--- src/hw/rtl/assert_macros.svh ---
// Assertion macros shared by the RTL files of the scale factor block.
`ifndef ASSERT_MACROS_SVH
`define ASSERT_MACROS_SVH

// Same-cycle implication, disabled while reset is asserted.
`define PCSF_ASSERT_IMPL(label, clk, rst_n, ante, cons) \
	label: assert property (@(posedge clk) disable iff (!rst_n) (ante) |-> (cons)) \
		else $error("pcsf: same-cycle check failed");

// Next-cycle implication, disabled while reset is asserted.
`define PCSF_ASSERT_NEXT(label, clk, rst_n, ante, cons) \
	label: assert property (@(posedge clk) disable iff (!rst_n) (ante) |=> (cons)) \
		else $error("pcsf: next-cycle check failed");

`endif

--- src/hw/rtl/pcsf_pkg.sv ---
// Package: widths, constants, register codes, types and helpers of the scale factor block.
`timescale 1ns / 1ps

package pcsf_pkg;

	// Field widths
	localparam int TS_W       = 32;
	localparam int P_W        = 32;
	localparam int SF_W       = 18;
	localparam int CFG_IDX_W  = 3;
	localparam int CFG_DATA_W = 32;
	localparam int TGT_W      = 31;
	localparam int DEV_W      = 16;
	localparam int IVL_W      = 16;

	// Fixed-point constants
	localparam logic [16:0] ONE_Q16 = 17'd65536;
	localparam logic [20:0] M_CAP   = 21'h10_0000;
	localparam logic [19:0] A_CAP   = 20'h8_0000;

	// Register reset values
	localparam logic [31:0]      KAPPA_RST  = 32'd0;
	localparam logic [31:0]      DT_RST     = 32'd65536;
	localparam logic [31:0]      TP_RST     = 32'd65536;
	localparam logic [TGT_W-1:0] TGT_RST    = '0;
	localparam logic [DEV_W-1:0] DEV_RST    = 16'd6554;
	localparam logic [IVL_W-1:0] IVL_RST    = 16'd1;

	// Ratio unit
	localparam int RATIO_W   = 36;
	localparam int DIV_STEPS = 64;
	localparam int CNT_W     = $clog2(DIV_STEPS);

	// Cube root pipeline
	localparam int CBRT_STEPS = SF_W;
	localparam int A_W        = 20;
	localparam int X2_W       = 35;
	localparam int REM_W      = A_W + 32;
	localparam int DEL_W      = 56;

	// Interval check pipeline
	localparam int MOD_STAGES = 16;
	localparam int MOD_BITS   = TS_W / MOD_STAGES;

	// Stage bookkeeping: four front stages, the root, one clamp stage
	localparam int FRONT_STAGES = 4;
	localparam int PIPE_DEPTH   = FRONT_STAGES + CBRT_STEPS + 1;
	localparam int APPLY_DLY    = FRONT_STAGES + CBRT_STEPS - MOD_STAGES;

	typedef enum logic [CFG_IDX_W-1:0] {
		REG_KAPPA,
		REG_DT,
		REG_TP,
		REG_TARGET,
		REG_MAXDEV,
		REG_INTERVAL
	} cfg_idx_t;

	typedef enum logic [1:0] {
		RAT_IDLE,
		RAT_MUL,
		RAT_DIV
	} rat_state_t;

	// Coupling ratio handed from the ratio unit to the datapath
	typedef struct packed {
		logic               busy;
		logic               big;
		logic [RATIO_W-1:0] r;
	} ratio_t;

	// One restoring step of a remainder; rem stays below divisor
	function automatic logic [IVL_W-1:0] mod_step(input logic [IVL_W-1:0] rem,
	                                                input logic bit_in,
	                                                input logic [IVL_W-1:0] divisor);
		logic [IVL_W:0] t;
		t = {rem, bit_in};
		if (t >= {1'b0, divisor}) begin
			t = t - {1'b0, divisor};
		end
		return t[IVL_W-1:0];
	endfunction

endpackage

--- src/hw/rtl/pcsf_cbrt_pipe.sv ---
// Cube root pipeline: floor(cbrt(a * 2^32)), one result bit per stage.
`timescale 1ns / 1ps

module pcsf_cbrt_pipe (
	input  logic                       clk,
	input  logic                       en,
	input  logic [pcsf_pkg::A_W-1:0]   a_in,
	output logic [pcsf_pkg::SF_W-1:0]  x_out
);
	import pcsf_pkg::*;

	// Per stage: root so far, its square, and goal minus its cube
	logic [SF_W-1:0]  x_s   [CBRT_STEPS];
	logic [X2_W-1:0]  x2_s  [CBRT_STEPS];
	logic [REM_W-1:0] rem_s [CBRT_STEPS];

	for (genvar j = 0; j < CBRT_STEPS; j++) begin : g_step
		localparam int B = CBRT_STEPS - 1 - j;

		logic [SF_W-1:0]  x_in;
		logic [X2_W-1:0]  x2_in;
		logic [REM_W-1:0] rem_in;
		logic [DEL_W-1:0] delta;
		logic             take;

		if (j == 0) begin : g_first
			assign x_in   = '0;
			assign x2_in  = '0;
			assign rem_in = {a_in, 32'b0};
		end else begin : g_next
			assign x_in   = x_s[j-1];
			assign x2_in  = x2_s[j-1];
			assign rem_in = rem_s[j-1];
		end

		// (x + 2^B)^3 - x^3 = 3x^2 2^B + 3x 2^2B + 2^3B
		always_comb begin
			delta = ((((DEL_W'(x2_in)) << 1) + DEL_W'(x2_in)) << B)
				+ ((((DEL_W'(x_in)) << 1) + DEL_W'(x_in)) << (2 * B))
				+ (DEL_W'(1) << (3 * B));
			take  = delta <= DEL_W'(rem_in);
		end

		always_ff @(posedge clk) begin
			if (en) begin
				if (take) begin
					x_s[j]   <= x_in | (SF_W'(1) << B);
					x2_s[j]  <= x2_in + (X2_W'(x_in) << (B + 1)) + (X2_W'(1) << (2 * B));
					rem_s[j] <= rem_in - delta[REM_W-1:0];
				end else begin
					x_s[j]   <= x_in;
					x2_s[j]  <= x2_in;
					rem_s[j] <= rem_in;
				end
			end
		end
	end

	assign x_out = x_s[CBRT_STEPS-1];

endmodule

--- config.mk ---
export PLATFORM = sky130hd
export DESIGN_NAME = pcsf_cbrt_pipe
export DESIGN_NICKNAME = d
export VERILOG_FILES = /design/src/hw/rtl/assert_macros.svh /design/src/hw/rtl/pcsf_pkg.sv /design/src/hw/rtl/pcsf_cbrt_pipe.sv
export SDC_FILE = /design/constraint.sdc
export NUM_CORES = 2
export LEC_CHECK = 0
export BUFFER_PORTS_ARGS = -buffer_cell sky130_fd_sc_hd__buf_4
export CORE_ASPECT_RATIO = 1.75
export CORE_MARGIN = 5
export CORE_UTILIZATION = 65
export CTS_CLUSTER_DIAMETER = 80
export DETAILED_ROUTE_END_ITERATION = 8
export PLACE_DENSITY = 0.86
export SLEW_MARGIN = 10
export SYNTH_ARGS = -nofsm -noshare
export SYNTH_HDL_FRONTEND = slang
export SYNTH_SLANG_ARGS = --single-unit
export TNS_END_PERCENT = 10
--- constraint.sdc ---
create_clock -name clk -period 8.4 [get_ports clk]
set_input_delay 1.68 -clock clk [delete_from_list [all_inputs] [get_ports clk]]
set_output_delay 1.68 -clock clk [all_outputs]
set_load 0.01 [all_outputs]
==> results.toml <==
[die]
core_area_um2 = 125000
num_rows = 172
dieArea_um2 = 133000
die_w_um = 278
start_util_pct = 65.2
fp.dieH_um = 478
io_pins = 40

[synth]
synthTopCellsByArea = "edfxtp_1 (34%), ha_1 (16%), xnor2_1 (6.6%)"
synth_ff_type = "edfxtp_1"
synth_edf_count = 928
yosysTopAreaCellShare_pct = 34.2
synth_area_um2 = 81500
seq_area_frac_synth_pct = 34.2
synth_most_common_cell = "ha_1"
ys_ff_latch = 928
avgSynthCellArea_um2 = 9.51
synth_commonest_cells = "ha_1 (1071), edfxtp_1 (928), nand2_1 (700)"
yosys.area.top_type = "edfxtp_1"
synth_cell_types = 91
syn-num-nets = 9748
yosysWarnings = 0
syn_inst = 8571
async_flop_share_pct = 0

[routing]
vias_per_cell = 6.40
post_drt_wl_per_cell_um = 21.7
routed_wl_um = 224000
vias = 66199
drt_iter0_drc = 3397
ant_nets = 0
drc = 0
drt_pass1_iterations = 7

[global_route]
grt_overflow = 0
first_global_vias = 70393
grt_first_pass_wirelength_um = 351000
grt_max_degree = 153
grt_most_used_layer = "met2"
grt.met1_usage_pct = 24.6
use_met2_pct = 66.1
track_usage_pct = 33.1
use_met3_pct = 4.58
antenna_found_initial = 4

[timing]
max_freq_mhz = 123
drv_slew = 0
fin_worst_skew_ns = 0.0265
tightest_slew_ns = 1.20
relSlewSlack_pct = 19.4
min_period_ns = 8.16
fin_crit_sh_pct = 97.1
rsz0062_at_grt = "no"
tns_ns = 0
setup_viol = 0
hold_viol_final = 0

[placed_design]
dpl_cell_area_um2 = 84100
gp_congestion = 0.979
numPortBuffers = 39
place_hpwl_um = 180000

[layout]
stdcell_area_um2 = 87400
syn_to_final_growth_pct = 7.26
drive_gt1_share_pct = 4.76
nNetsFinal = 9788

[critical_path]
slowest_delay_ns = 0.50
path_max_fanout = 42
crit_arrival_ns = 8.62
r2r-start = "x_s[11][7]"
critPathLaunchType = "flip-flop"
critical_path_class = "reg -> reg"
startpoint = "x_s[11][7]"
slowest_stage = "edfxtp_1"
cp_data_required_time_ns = 8.86
endpoint_kind = "flip-flop"

[clocking]
cts_tree = "done"
cts_hold_buf = 0
cts.root.buffer_cell = "clkbuf_16"
cts_buffers = 92
insertion_delay_ns = 0.74
cts_max_level = 3
cts_buffer_depth = 3
cts_sinks = 928
clk_pin_slew_worst_paths_ns = 0.06

[worst_hold_path]
hp-start = "rem_s[2][34]"
hp-class = "reg -> reg"

[job]
cap_violations = 0

[run_status]
status = "finished clean"
## registers in the layout, indices dropped and copies added, names as in the netlist
| signal | cells |
|---|---|
| x_s | 171 |
| x2_s | 264 |
| rem_s | 493 |
## routing by layer
| layer | vias to the layer above | share of wire (%) |
|---|---|---|
| met3 | 1313 | 3.7 |
| met5 | - | 0.0058 |
| met1 | 31330 | 28 |
| li1 | 31369 | - |
| met2 | 2185 | 55 |
| met4 | 2 | 13 |
## what timing repair did
item	4_1_cts	5_1_grt
endpoints found under the setup margin	0	57
hold endpoints to repair	0	0
buffers inserted	0	0
gates resized for setup	0	5
## final cells by class
cell class,instances,area (um^2)
antenna,2,5.00
clock buffer,105,2350
clock inverter,69,930
fill,9192,37600
inverter,503,1890
multi-input combinational,6943,51100
sequential,928,27900
tap,1653,2070
timing repair buffer,143,1190
## worst paths after layout
path,endpoint,slack (ns),cells past startpoint
setup / recovery,rem_s[6][25],0.24,30
hold / removal,rem_s[2][86],0.43,0
setup reg to reg,rem_s[6][25],0.24,30
hold reg to reg,rem_s[2][86],0.43,0
## stage by stage
| step | utilization [%] | setup slack [ns] | std cells | hold slack, ns |
|---|---|---|---|---|
| after floorplan | - | 1.81 | 8571 | 0.400 |
| after global placement | 67.2 | 0.433 | 10170 | 0.408 |
| after detailed placement | 67.2 | 0.435 | 10170 | 0.408 |
| after CTS | 69.9 | 0.437 | 10344 | 0.437 |
| after global routing | 69.9 | 0.00207 | 10345 | 0.445 |
| final | 69.9 | 0.244 | 10346 | 0.433 |
## cell usage in the layout, fill, tap and decap left out, drive strengths merged, types with 26 or more instances in the layout
| master | n |
|---|---|
| a2111oi | 26 |
| a211oi | 67 |
| a21boi | 27 |
| a21o | 311 |
| a21oi | 691 |
| a31oi | 68 |
| and2 | 68 |
| and3 | 71 |
| buf | 143 |
| clkbuf | 105 |
| clkinv | 26 |
| edfxtp | 928 |
| fa | 84 |
| ha | 1071 |
| inv | 520 |
| mux2 | 35 |
| nand2 | 700 |
| nand2b | 112 |
| nand3 | 169 |
| nand4 | 73 |
| nor2 | 551 |
| nor2b | 124 |
| nor3 | 151 |
| nor3b | 26 |
| nor4 | 56 |
| o211ai | 46 |
| o21a | 119 |
| o21ai | 619 |
| o21bai | 134 |
| o31ai | 48 |
| or2 | 40 |
| or3 | 61 |
| xnor2 | 611 |
| xor2 | 460 |
## worst max-delay path: cells and delay by family (launching register included)
kind	cells	cell delay [ns]
compound gates	14	3.31
flops	1	0.50
xor+xnor	2	0.57
simple gates	6	1.32
buf+inv	4	0.91
fa+ha+maj	4	1.19
## cells by family (layout without fill, tap and decap cells)
kind of cell,count (synthesis),after routing,share of synthesized area [%]
xor+xnor,1071,1071,11.5
simple gates,2301,2301,13.7
other cells,0,2,0
compound gates,2376,2376,18.3
buf+inv,700,820,3.27
mux,40,40,0.545
flops,928,928,34.2
fa+ha+maj,1155,1155,18.5
Power is left out: the tool's default activity adds up to more than one toggle a clock period on the data nets, which glitch-free logic cannot reach.
