### src/hw/rtl/assert_macros.svh
// Assertion macros shared by the RTL files of the scale factor block.
`ifndef ASSERT_MACROS_SVH
`define ASSERT_MACROS_SVH

// Same-cycle implication, disabled while reset is asserted.
`define PCSF_ASSERT_IMPL(label, clk, rst_n, ante, cons) \
	label: assert property (@(posedge clk) disable iff (!rst_n) (ante) |-> (cons)) \
		else $error("pcsf: same-cycle check failed");

// Next-cycle implication, disabled while reset is asserted.
`define PCSF_ASSERT_NEXT(label, clk, rst_n, ante, cons) \
	label: assert property (@(posedge clk) disable iff (!rst_n) (ante) |=> (cons)) \
		else $error("pcsf: next-cycle check failed");

`endif

### src/hw/rtl/pcsf_pkg.sv
// Package: widths, constants, register codes, types and helpers of the scale factor block.
`timescale 1ns / 1ps

package pcsf_pkg;

	// Field widths
	localparam int TS_W       = 32;
	localparam int P_W        = 32;
	localparam int SF_W       = 18;
	localparam int CFG_IDX_W  = 3;
	localparam int CFG_DATA_W = 32;
	localparam int TGT_W      = 31;
	localparam int DEV_W      = 16;
	localparam int IVL_W      = 16;

	// Fixed-point constants
	localparam logic [16:0] ONE_Q16 = 17'd65536;
	localparam logic [20:0] M_CAP   = 21'h10_0000;
	localparam logic [19:0] A_CAP   = 20'h8_0000;

	// Register reset values
	localparam logic [31:0]      KAPPA_RST  = 32'd0;
	localparam logic [31:0]      DT_RST     = 32'd65536;
	localparam logic [31:0]      TP_RST     = 32'd65536;
	localparam logic [TGT_W-1:0] TGT_RST    = '0;
	localparam logic [DEV_W-1:0] DEV_RST    = 16'd6554;
	localparam logic [IVL_W-1:0] IVL_RST    = 16'd1;

	// Ratio unit
	localparam int RATIO_W   = 36;
	localparam int DIV_STEPS = 64;
	localparam int CNT_W     = $clog2(DIV_STEPS);

	// Cube root pipeline
	localparam int CBRT_STEPS = SF_W;
	localparam int A_W        = 20;
	localparam int X2_W       = 35;
	localparam int REM_W      = A_W + 32;
	localparam int DEL_W      = 56;

	// Interval check pipeline
	localparam int MOD_STAGES = 16;
	localparam int MOD_BITS   = TS_W / MOD_STAGES;

	// Stage bookkeeping: four front stages, the root, one clamp stage
	localparam int FRONT_STAGES = 4;
	localparam int PIPE_DEPTH   = FRONT_STAGES + CBRT_STEPS + 1;
	localparam int APPLY_DLY    = FRONT_STAGES + CBRT_STEPS - MOD_STAGES;

	typedef enum logic [CFG_IDX_W-1:0] {
		REG_KAPPA,
		REG_DT,
		REG_TP,
		REG_TARGET,
		REG_MAXDEV,
		REG_INTERVAL
	} cfg_idx_t;

	typedef enum logic [1:0] {
		RAT_IDLE,
		RAT_MUL,
		RAT_DIV
	} rat_state_t;

	// Coupling ratio handed from the ratio unit to the datapath
	typedef struct packed {
		logic               busy;
		logic               big;
		logic [RATIO_W-1:0] r;
	} ratio_t;

	// One restoring step of a remainder; rem stays below divisor
	function automatic logic [IVL_W-1:0] mod_step(input logic [IVL_W-1:0] rem,
	                                                input logic bit_in,
	                                                input logic [IVL_W-1:0] divisor);
		logic [IVL_W:0] t;
		t = {rem, bit_in};
		if (t >= {1'b0, divisor}) begin
			t = t - {1'b0, divisor};
		end
		return t[IVL_W-1:0];
	endfunction

endpackage

### src/hw/rtl/pcsf_ratio.sv
// Ratio unit: forms floor(floor(K*D/2^16)*2^16/T) with a multiply and a 64-step divider.
`timescale 1ns / 1ps
`include "assert_macros.svh"

module pcsf_ratio (
	input  logic             clk,
	input  logic             arst_n,
	input  logic             start,
	input  logic [31:0]      kappa,
	input  logic [31:0]      dt,
	input  logic [31:0]      tp,
	output pcsf_pkg::ratio_t ratio
);
	import pcsf_pkg::*;

	rat_state_t         state_q, state_d;
	logic [CNT_W-1:0]   cnt_q;
	logic [63:0]        num_q;
	logic [31:0]        rem_q;
	logic [RATIO_W-1:0] r_q;
	logic               big_q;

	logic [31:0] tp_eff;
	logic [63:0] prod;
	logic [32:0] trial;
	logic [32:0] rem_nx;
	logic        ge;
	logic        div_last;
	logic [63:0] quot;

	// Divider step: zero relax time counts as one LSB
	always_comb begin
		tp_eff   = (tp == '0) ? 32'd1 : tp;
		prod     = 64'(kappa) * 64'(dt);
		trial    = {rem_q, num_q[63]};
		ge       = trial >= {1'b0, tp_eff};
		rem_nx   = ge ? (trial - {1'b0, tp_eff}) : trial;
		div_last = cnt_q == CNT_W'(DIV_STEPS - 1);
		quot     = {num_q[62:0], ge};
	end

	// State register
	always_ff @(posedge clk or negedge arst_n) begin
		if (!arst_n) begin
			state_q <= RAT_IDLE;
		end else begin
			state_q <= state_d;
		end
	end

	// Next state and outputs; a new write restarts the sequence
	always_comb begin
		state_d = state_q;
		case (state_q)
			RAT_IDLE: begin
				state_d = RAT_IDLE;
			end
			RAT_MUL: begin
				state_d = RAT_DIV;
			end
			RAT_DIV: begin
				if (div_last) begin
					state_d = RAT_IDLE;
				end
			end
			default: begin
				state_d = RAT_IDLE;
			end
		endcase
		if (start) begin
			state_d = RAT_MUL;
		end
		ratio.busy = state_q != RAT_IDLE;
		ratio.big  = big_q;
		ratio.r    = r_q;
	end

	// Step counter and result register
	always_ff @(posedge clk or negedge arst_n) begin
		if (!arst_n) begin
			cnt_q <= '0;
			r_q   <= '0;
			big_q <= 1'b0;
		end else begin
			case (state_q)
				RAT_MUL: begin
					cnt_q <= '0;
				end
				RAT_DIV: begin
					cnt_q <= cnt_q + 1'b1;
					if (div_last) begin
						big_q <= |quot[63:RATIO_W];
						r_q   <= quot[RATIO_W-1:0];
					end
				end
				default: begin
					cnt_q <= cnt_q;
				end
			endcase
		end
	end

	// Dividend/quotient shifter and partial remainder
	always_ff @(posedge clk) begin
		case (state_q)
			RAT_MUL: begin
				num_q <= {prod[63:16], 16'b0};
				rem_q <= '0;
			end
			RAT_DIV: begin
				num_q <= quot;
				rem_q <= rem_nx[31:0];
			end
			default: begin
				num_q <= num_q;
				rem_q <= rem_q;
			end
		endcase
	end

	`PCSF_ASSERT_IMPL(a_rem_below_div, clk, arst_n, state_q == RAT_DIV, rem_q < tp_eff)
	`PCSF_ASSERT_NEXT(a_start_mul, clk, arst_n, start, state_q == RAT_MUL)
	`PCSF_ASSERT_NEXT(a_div_done, clk, arst_n, state_q == RAT_DIV && div_last && !start, state_q == RAT_IDLE)

endmodule

### config.mk
export PLATFORM = sky130hd
export DESIGN_NAME = pcsf_ratio
export DESIGN_NICKNAME = d
export VERILOG_FILES = /design/src/hw/rtl/pcsf_pkg.sv /design/src/hw/rtl/pcsf_ratio.sv
export VERILOG_INCLUDE_DIRS = /design/src /design/src/hw/rtl
export SDC_FILE = /design/constraint.sdc
export NUM_CORES = 2
export LEC_CHECK = 0
export ABC_CLOCK_PERIOD_IN_PS = 5200
export BUFFER_PORTS_ARGS = -buffer_cell sky130_fd_sc_hd__buf_2
export CORE_MARGIN = 2
export CORE_UTILIZATION = 42
export DETAILED_ROUTE_END_ITERATION = 8
export MAX_ROUTING_LAYER = met4
export SETUP_SLACK_MARGIN = 0.4
export SLEW_MARGIN = 20
export SYNTH_ARGS = -nofsm -noshare
export SYNTH_HDL_FRONTEND = slang
export SYNTH_SLANG_ARGS = --single-unit
### constraint.sdc
create_clock -name clk -period 5.2 [get_ports clk]
set_clock_uncertainty 0.05 [all_clocks]
set_input_delay 0.78 -clock clk [delete_from_list [all_inputs] [get_ports clk]]
set_output_delay 0.78 -clock clk [all_outputs]
set_load 0.05 [all_outputs]
==> flow_metrics.tcl <==
set metrics [dict create \
    avg_synthesized_cell_area_um2 9.31 \
    fin_util 0.516 \
    dpl_worst_slack_ns -2.93 \
    layout.filler_cells 8769 \
    area_share_of_the_largest_cell_type_after_synthesis 0.442 \
    critical_path_class "input port to flop" \
    timing.reg2reg.worst_path_depth 10 \
    vias_in_the_first_global_route 33085 \
    setup_repair_after_global_routing_missed_its_margin "true" \
    tritoncts_num_sinks 141 \
    synthesis.area_um2 40600 \
    timing.setup.tns_ns -87.25 \
    synthToLayoutAreaGrowth_pct 22.4 \
    ff2ff_setup_slack_ns 1.57 \
    holdCritPathClass "input port to async pin" \
    syn_nets 5654 \
    die_y_um 315 \
    worst_r2r_startpoint "rem_q[21]$_SDFFCE_PN0P_" \
    seq_area_frac_synth 0.0987 \
    drive_above_1_share 0.223 \
    yosys_warnings 0 \
    placeableCoreArea_um2 96300 \
    cts_tree "yes" \
    post_drt_wl_per_cell_um 18.7 \
    synth.area.top_cells "sky130_fd_sc_hd__fa_1 (44%), sky130_fd_sc_hd__and2_1 (9.4%), sky130_fd_sc_hd__ha_1 (9.1%), sky130_fd_sc_hd__inv_1 (8.4%), sky130_fd_sc_hd__edfxtp_1 (7.1%)" \
    antenna_left 0 \
    synth_async_sr_flop_share 0.319 \
    setup_viol 48 \
    gr-usage-all-layers 0.241 \
    yosys_register_bits 141 \
    violations_in_the_final_reports "setup timing" \
    min_period_ns 7.31 \
    design.final.nets 6094 \
    worst_skew_pair_later_pin_latency_ns 0.43 \
    post_synth_num_cell_types 77 \
    antenna_violations_before_repair 2 \
    cell_count_after_synthesis 4363 \
    drtPass1Iterations 5 \
    drt_iter0_drc 1444 \
    post-route-cell-area_um2 49700 \
    cp_max_fo 7 \
    layout_setup_ws_ns -2.11 \
    clk_pin_slew_worst_paths_ns 0.06 \
    tritoncts.num_buffers 17 \
    worst_r2r_endpoint "rem_q[25]$_SDFFCE_PN0P_" \
    critPathArrivalTime_ns 7.43 \
    worst_ep_required_time_ns 5.32 \
    wirelength_um 114000 \
    worst_slew_margin_rel 0.413 \
    report.final.hold_viol_count 0 \
    floorplan.rows 114 \
    yosys_most_used_dff "sky130_fd_sc_hd__edfxtp_1" \
    cap_viol_max_count 0 \
    cp-endpoint "num_q[63]$_DFFE_PP_" \
    grt_start_max_net_pins 68 \
    initial_utilization 0.422 \
    routed_vias_inst 5.01 \
    port-buffer-count 136 \
    worstMarginPinSlew_ns 0.881 \
    synth_largest_area_cell "sky130_fd_sc_hd__fa_1" \
    total_overflow_reported_by_the_global_router 0 \
    critical_path.startpoint "dt[16]" \
    vias 30512 \
    synth-edff-count 96 \
    end_kind "flop" \
    floorplan.die.width_um 315 \
    design.die.area_um2 99200 \
    critPathLaunchType "input port" \
    global_placer_s_final_weighted_congestion 0.918 \
    pin_count 137 \
    cts-hold-fix-buffers 0 \
    fmax_mhz 137 \
    cts_root_buf "sky130_fd_sc_hd__clkbuf_16" \
    finalMaxSlewViolations 0 \
    htreeDepth 4 \
    dp_hpwl_um 93900 \
    clk_path_buf_depth 2 \
    grt_pass1_wl_um 182000 \
    route.detailed.drc 0 \
    detailed_place.area_um2 46000 \
    result_of_the_run "complete, but fails checks" \
    final.period_utilization 1.41 \
]
## layer usage
layer / part of all wire / up-vias / track usage
met4: 0.027 / 0 / 0.0605
met2: 0.51 / 638 / 0.417
met5: 0 / - / -
li1: - / 13964 / -
met1: 0.42 / 15749 / 0.309
met3: 0.035 / 161 / 0.0155
## registers in the layout (all words and copies together), names as in the netlist
name	flops
num_q	64
rem_q	32
big_q	1
r_q	36
state_q	2
cnt_q	6
## cell type report
type	instances	area, um^2	share of cell area
inverters	912	3430	0.0689
diodes	1	2.50	0.0000503
clock buffers	19	433	0.00871
clock inverters	13	178	0.00357
multi-input cells	3058	33900	0.681
well taps	1276	1600	0.0321
flip-flops and latches	141	4010	0.0806
repair buffers	673	6200	0.125
## cell usage after synthesis (4+ instances only)
cell	n
sky130_fd_sc_hd__a21boi_0	4
sky130_fd_sc_hd__a21o_1	40
sky130_fd_sc_hd__a21oi_1	97
sky130_fd_sc_hd__a31oi_1	10
sky130_fd_sc_hd__and2_1	608
sky130_fd_sc_hd__and3_1	8
sky130_fd_sc_hd__buf_2	6
sky130_fd_sc_hd__clkbuf_1	240
sky130_fd_sc_hd__dfrtp_1	45
sky130_fd_sc_hd__edfxtp_1	96
sky130_fd_sc_hd__fa_1	896
sky130_fd_sc_hd__ha_1	296
sky130_fd_sc_hd__inv_1	912
sky130_fd_sc_hd__mux2_2	39
sky130_fd_sc_hd__mux2i_1	24
sky130_fd_sc_hd__nand2_1	560
sky130_fd_sc_hd__nand3_1	28
sky130_fd_sc_hd__nand4_1	30
sky130_fd_sc_hd__nor2_1	75
sky130_fd_sc_hd__nor2b_1	9
sky130_fd_sc_hd__nor3_1	16
sky130_fd_sc_hd__nor4_1	17
sky130_fd_sc_hd__o211ai_1	4
sky130_fd_sc_hd__o21a_1	11
sky130_fd_sc_hd__o21ai_0	109
sky130_fd_sc_hd__o21ai_1	6
sky130_fd_sc_hd__o21bai_1	16
sky130_fd_sc_hd__o22ai_1	7
sky130_fd_sc_hd__o31ai_1	4
sky130_fd_sc_hd__xnor2_1	46
sky130_fd_sc_hd__xor2_1	31
## worst max-delay path, stage by stage
cell and delay [ns]:
sky130_fd_sc_hd__buf_12 0.12, sky130_fd_sc_hd__buf_12 0.14, sky130_fd_sc_hd__and2_4 0.14, sky130_fd_sc_hd__fa_1 0.47, sky130_fd_sc_hd__fa_2 0.59, sky130_fd_sc_hd__inv_2 0.05
sky130_fd_sc_hd__fa_1 0.48, sky130_fd_sc_hd__fa_1 0.50, sky130_fd_sc_hd__inv_1 0.05, sky130_fd_sc_hd__fa_1 0.47, sky130_fd_sc_hd__fa_1 0.57, sky130_fd_sc_hd__fa_1 0.48
sky130_fd_sc_hd__fa_1 0.61, sky130_fd_sc_hd__ha_4 0.23, sky130_fd_sc_hd__a21o_1 0.21, sky130_fd_sc_hd__o21bai_4 0.19, sky130_fd_sc_hd__buf_4 0.14, sky130_fd_sc_hd__a31oi_4 0.24
sky130_fd_sc_hd__nand2b_4 0.20, sky130_fd_sc_hd__o21ai_4 0.07, sky130_fd_sc_hd__nand3_4 0.09, sky130_fd_sc_hd__nand2_4 0.08, sky130_fd_sc_hd__a21oi_2 0.15, sky130_fd_sc_hd__xnor2_1 0.09
sky130_fd_sc_hd__mux2_4 0.26
## stage by stage
step           hold slack, ns  cells
5_1_grt                 0.444   6093
3_3_place_gp            0.428   5982
4_1_cts                 0.416   6076
6_report                0.414   6093
2_1_floorplan           0.401   4363
3_5_place_dp            0.438   5982
## how the worst min path moves through the flow
stage | start | endpoint | slack, ns | cells past startpoint
after global placement | big_q$_DFFE_PN0P_ | big_q$_DFFE_PN0P_ | 0.43 | 2
after global routing | arst_n | r_q[21]$_DFFE_PN0P_ | 0.44 | 2
after detailed placement | r_q[14]$_DFFE_PN0P_ | r_q[14]$_DFFE_PN0P_ | 0.44 | 1
after floorplan | big_q$_DFFE_PN0P_ | big_q$_DFFE_PN0P_ | 0.40 | 2
final | arst_n | r_q[12]$_DFFE_PN0P_ | 0.41 | 2
after CTS | arst_n | r_q[21]$_DFFE_PN0P_ | 0.42 | 2
## layout by cell type, fill, tap and decap left out, types with 12 or more instances in the layout
cell type,n
sky130_fd_sc_hd__inv_1,883
sky130_fd_sc_hd__fa_1,839
sky130_fd_sc_hd__and2_1,552
sky130_fd_sc_hd__nand2_1,552
sky130_fd_sc_hd__buf_4,410
sky130_fd_sc_hd__ha_1,261
sky130_fd_sc_hd__edfxtp_1,96
sky130_fd_sc_hd__buf_6,90
sky130_fd_sc_hd__buf_2,84
sky130_fd_sc_hd__a21oi_1,65
sky130_fd_sc_hd__nor2_1,63
sky130_fd_sc_hd__fa_2,57
sky130_fd_sc_hd__and2_4,56
sky130_fd_sc_hd__o21ai_1,54
sky130_fd_sc_hd__buf_12,50
sky130_fd_sc_hd__dfrtp_1,45
sky130_fd_sc_hd__o21ai_0,39
sky130_fd_sc_hd__a21o_1,39
sky130_fd_sc_hd__mux2_2,37
sky130_fd_sc_hd__xnor2_1,36
sky130_fd_sc_hd__ha_4,34
sky130_fd_sc_hd__nand4_1,30
sky130_fd_sc_hd__inv_2,28
sky130_fd_sc_hd__mux2i_1,24
sky130_fd_sc_hd__buf_8,24
sky130_fd_sc_hd__nand3_1,23
sky130_fd_sc_hd__a21oi_2,23
sky130_fd_sc_hd__xor2_1,23
sky130_fd_sc_hd__clkbuf_16,21
sky130_fd_sc_hd__nor4_1,17
sky130_fd_sc_hd__o21ai_2,15
sky130_fd_sc_hd__o21bai_1,14
sky130_fd_sc_hd__nor3_1,12
## cells by family (layout without fill, tap and decap cells)
| kind of cell | after synthesis | in the layout | synth area share |
|---|---|---|---|
| AND/OR/NAND/NOR | 1376 | 1376 | 0.172 |
| adder cells (fa/ha/maj) | 1192 | 1192 | 0.533 |
| AO/OA/AOI/OAI | 349 | 349 | 0.0535 |
| flip-flops | 141 | 141 | 0.0987 |
| XOR/XNOR | 77 | 77 | 0.0166 |
| buffers and inverters | 1164 | 1617 | 0.109 |
| multiplexers | 64 | 64 | 0.0171 |
| other | 0 | 1 | 0 |
## timing repair
action / CTS / global route
setup endpoints to repair: 48 / 48
buffers inserted: 57 / 12
resized for setup: 430 / 174
gates cloned: 5 / 4
pin swaps: 217 / 132
Power is not shown: default switching activity piles up to over one toggle a cycle in this logic, so the estimate is an artifact.
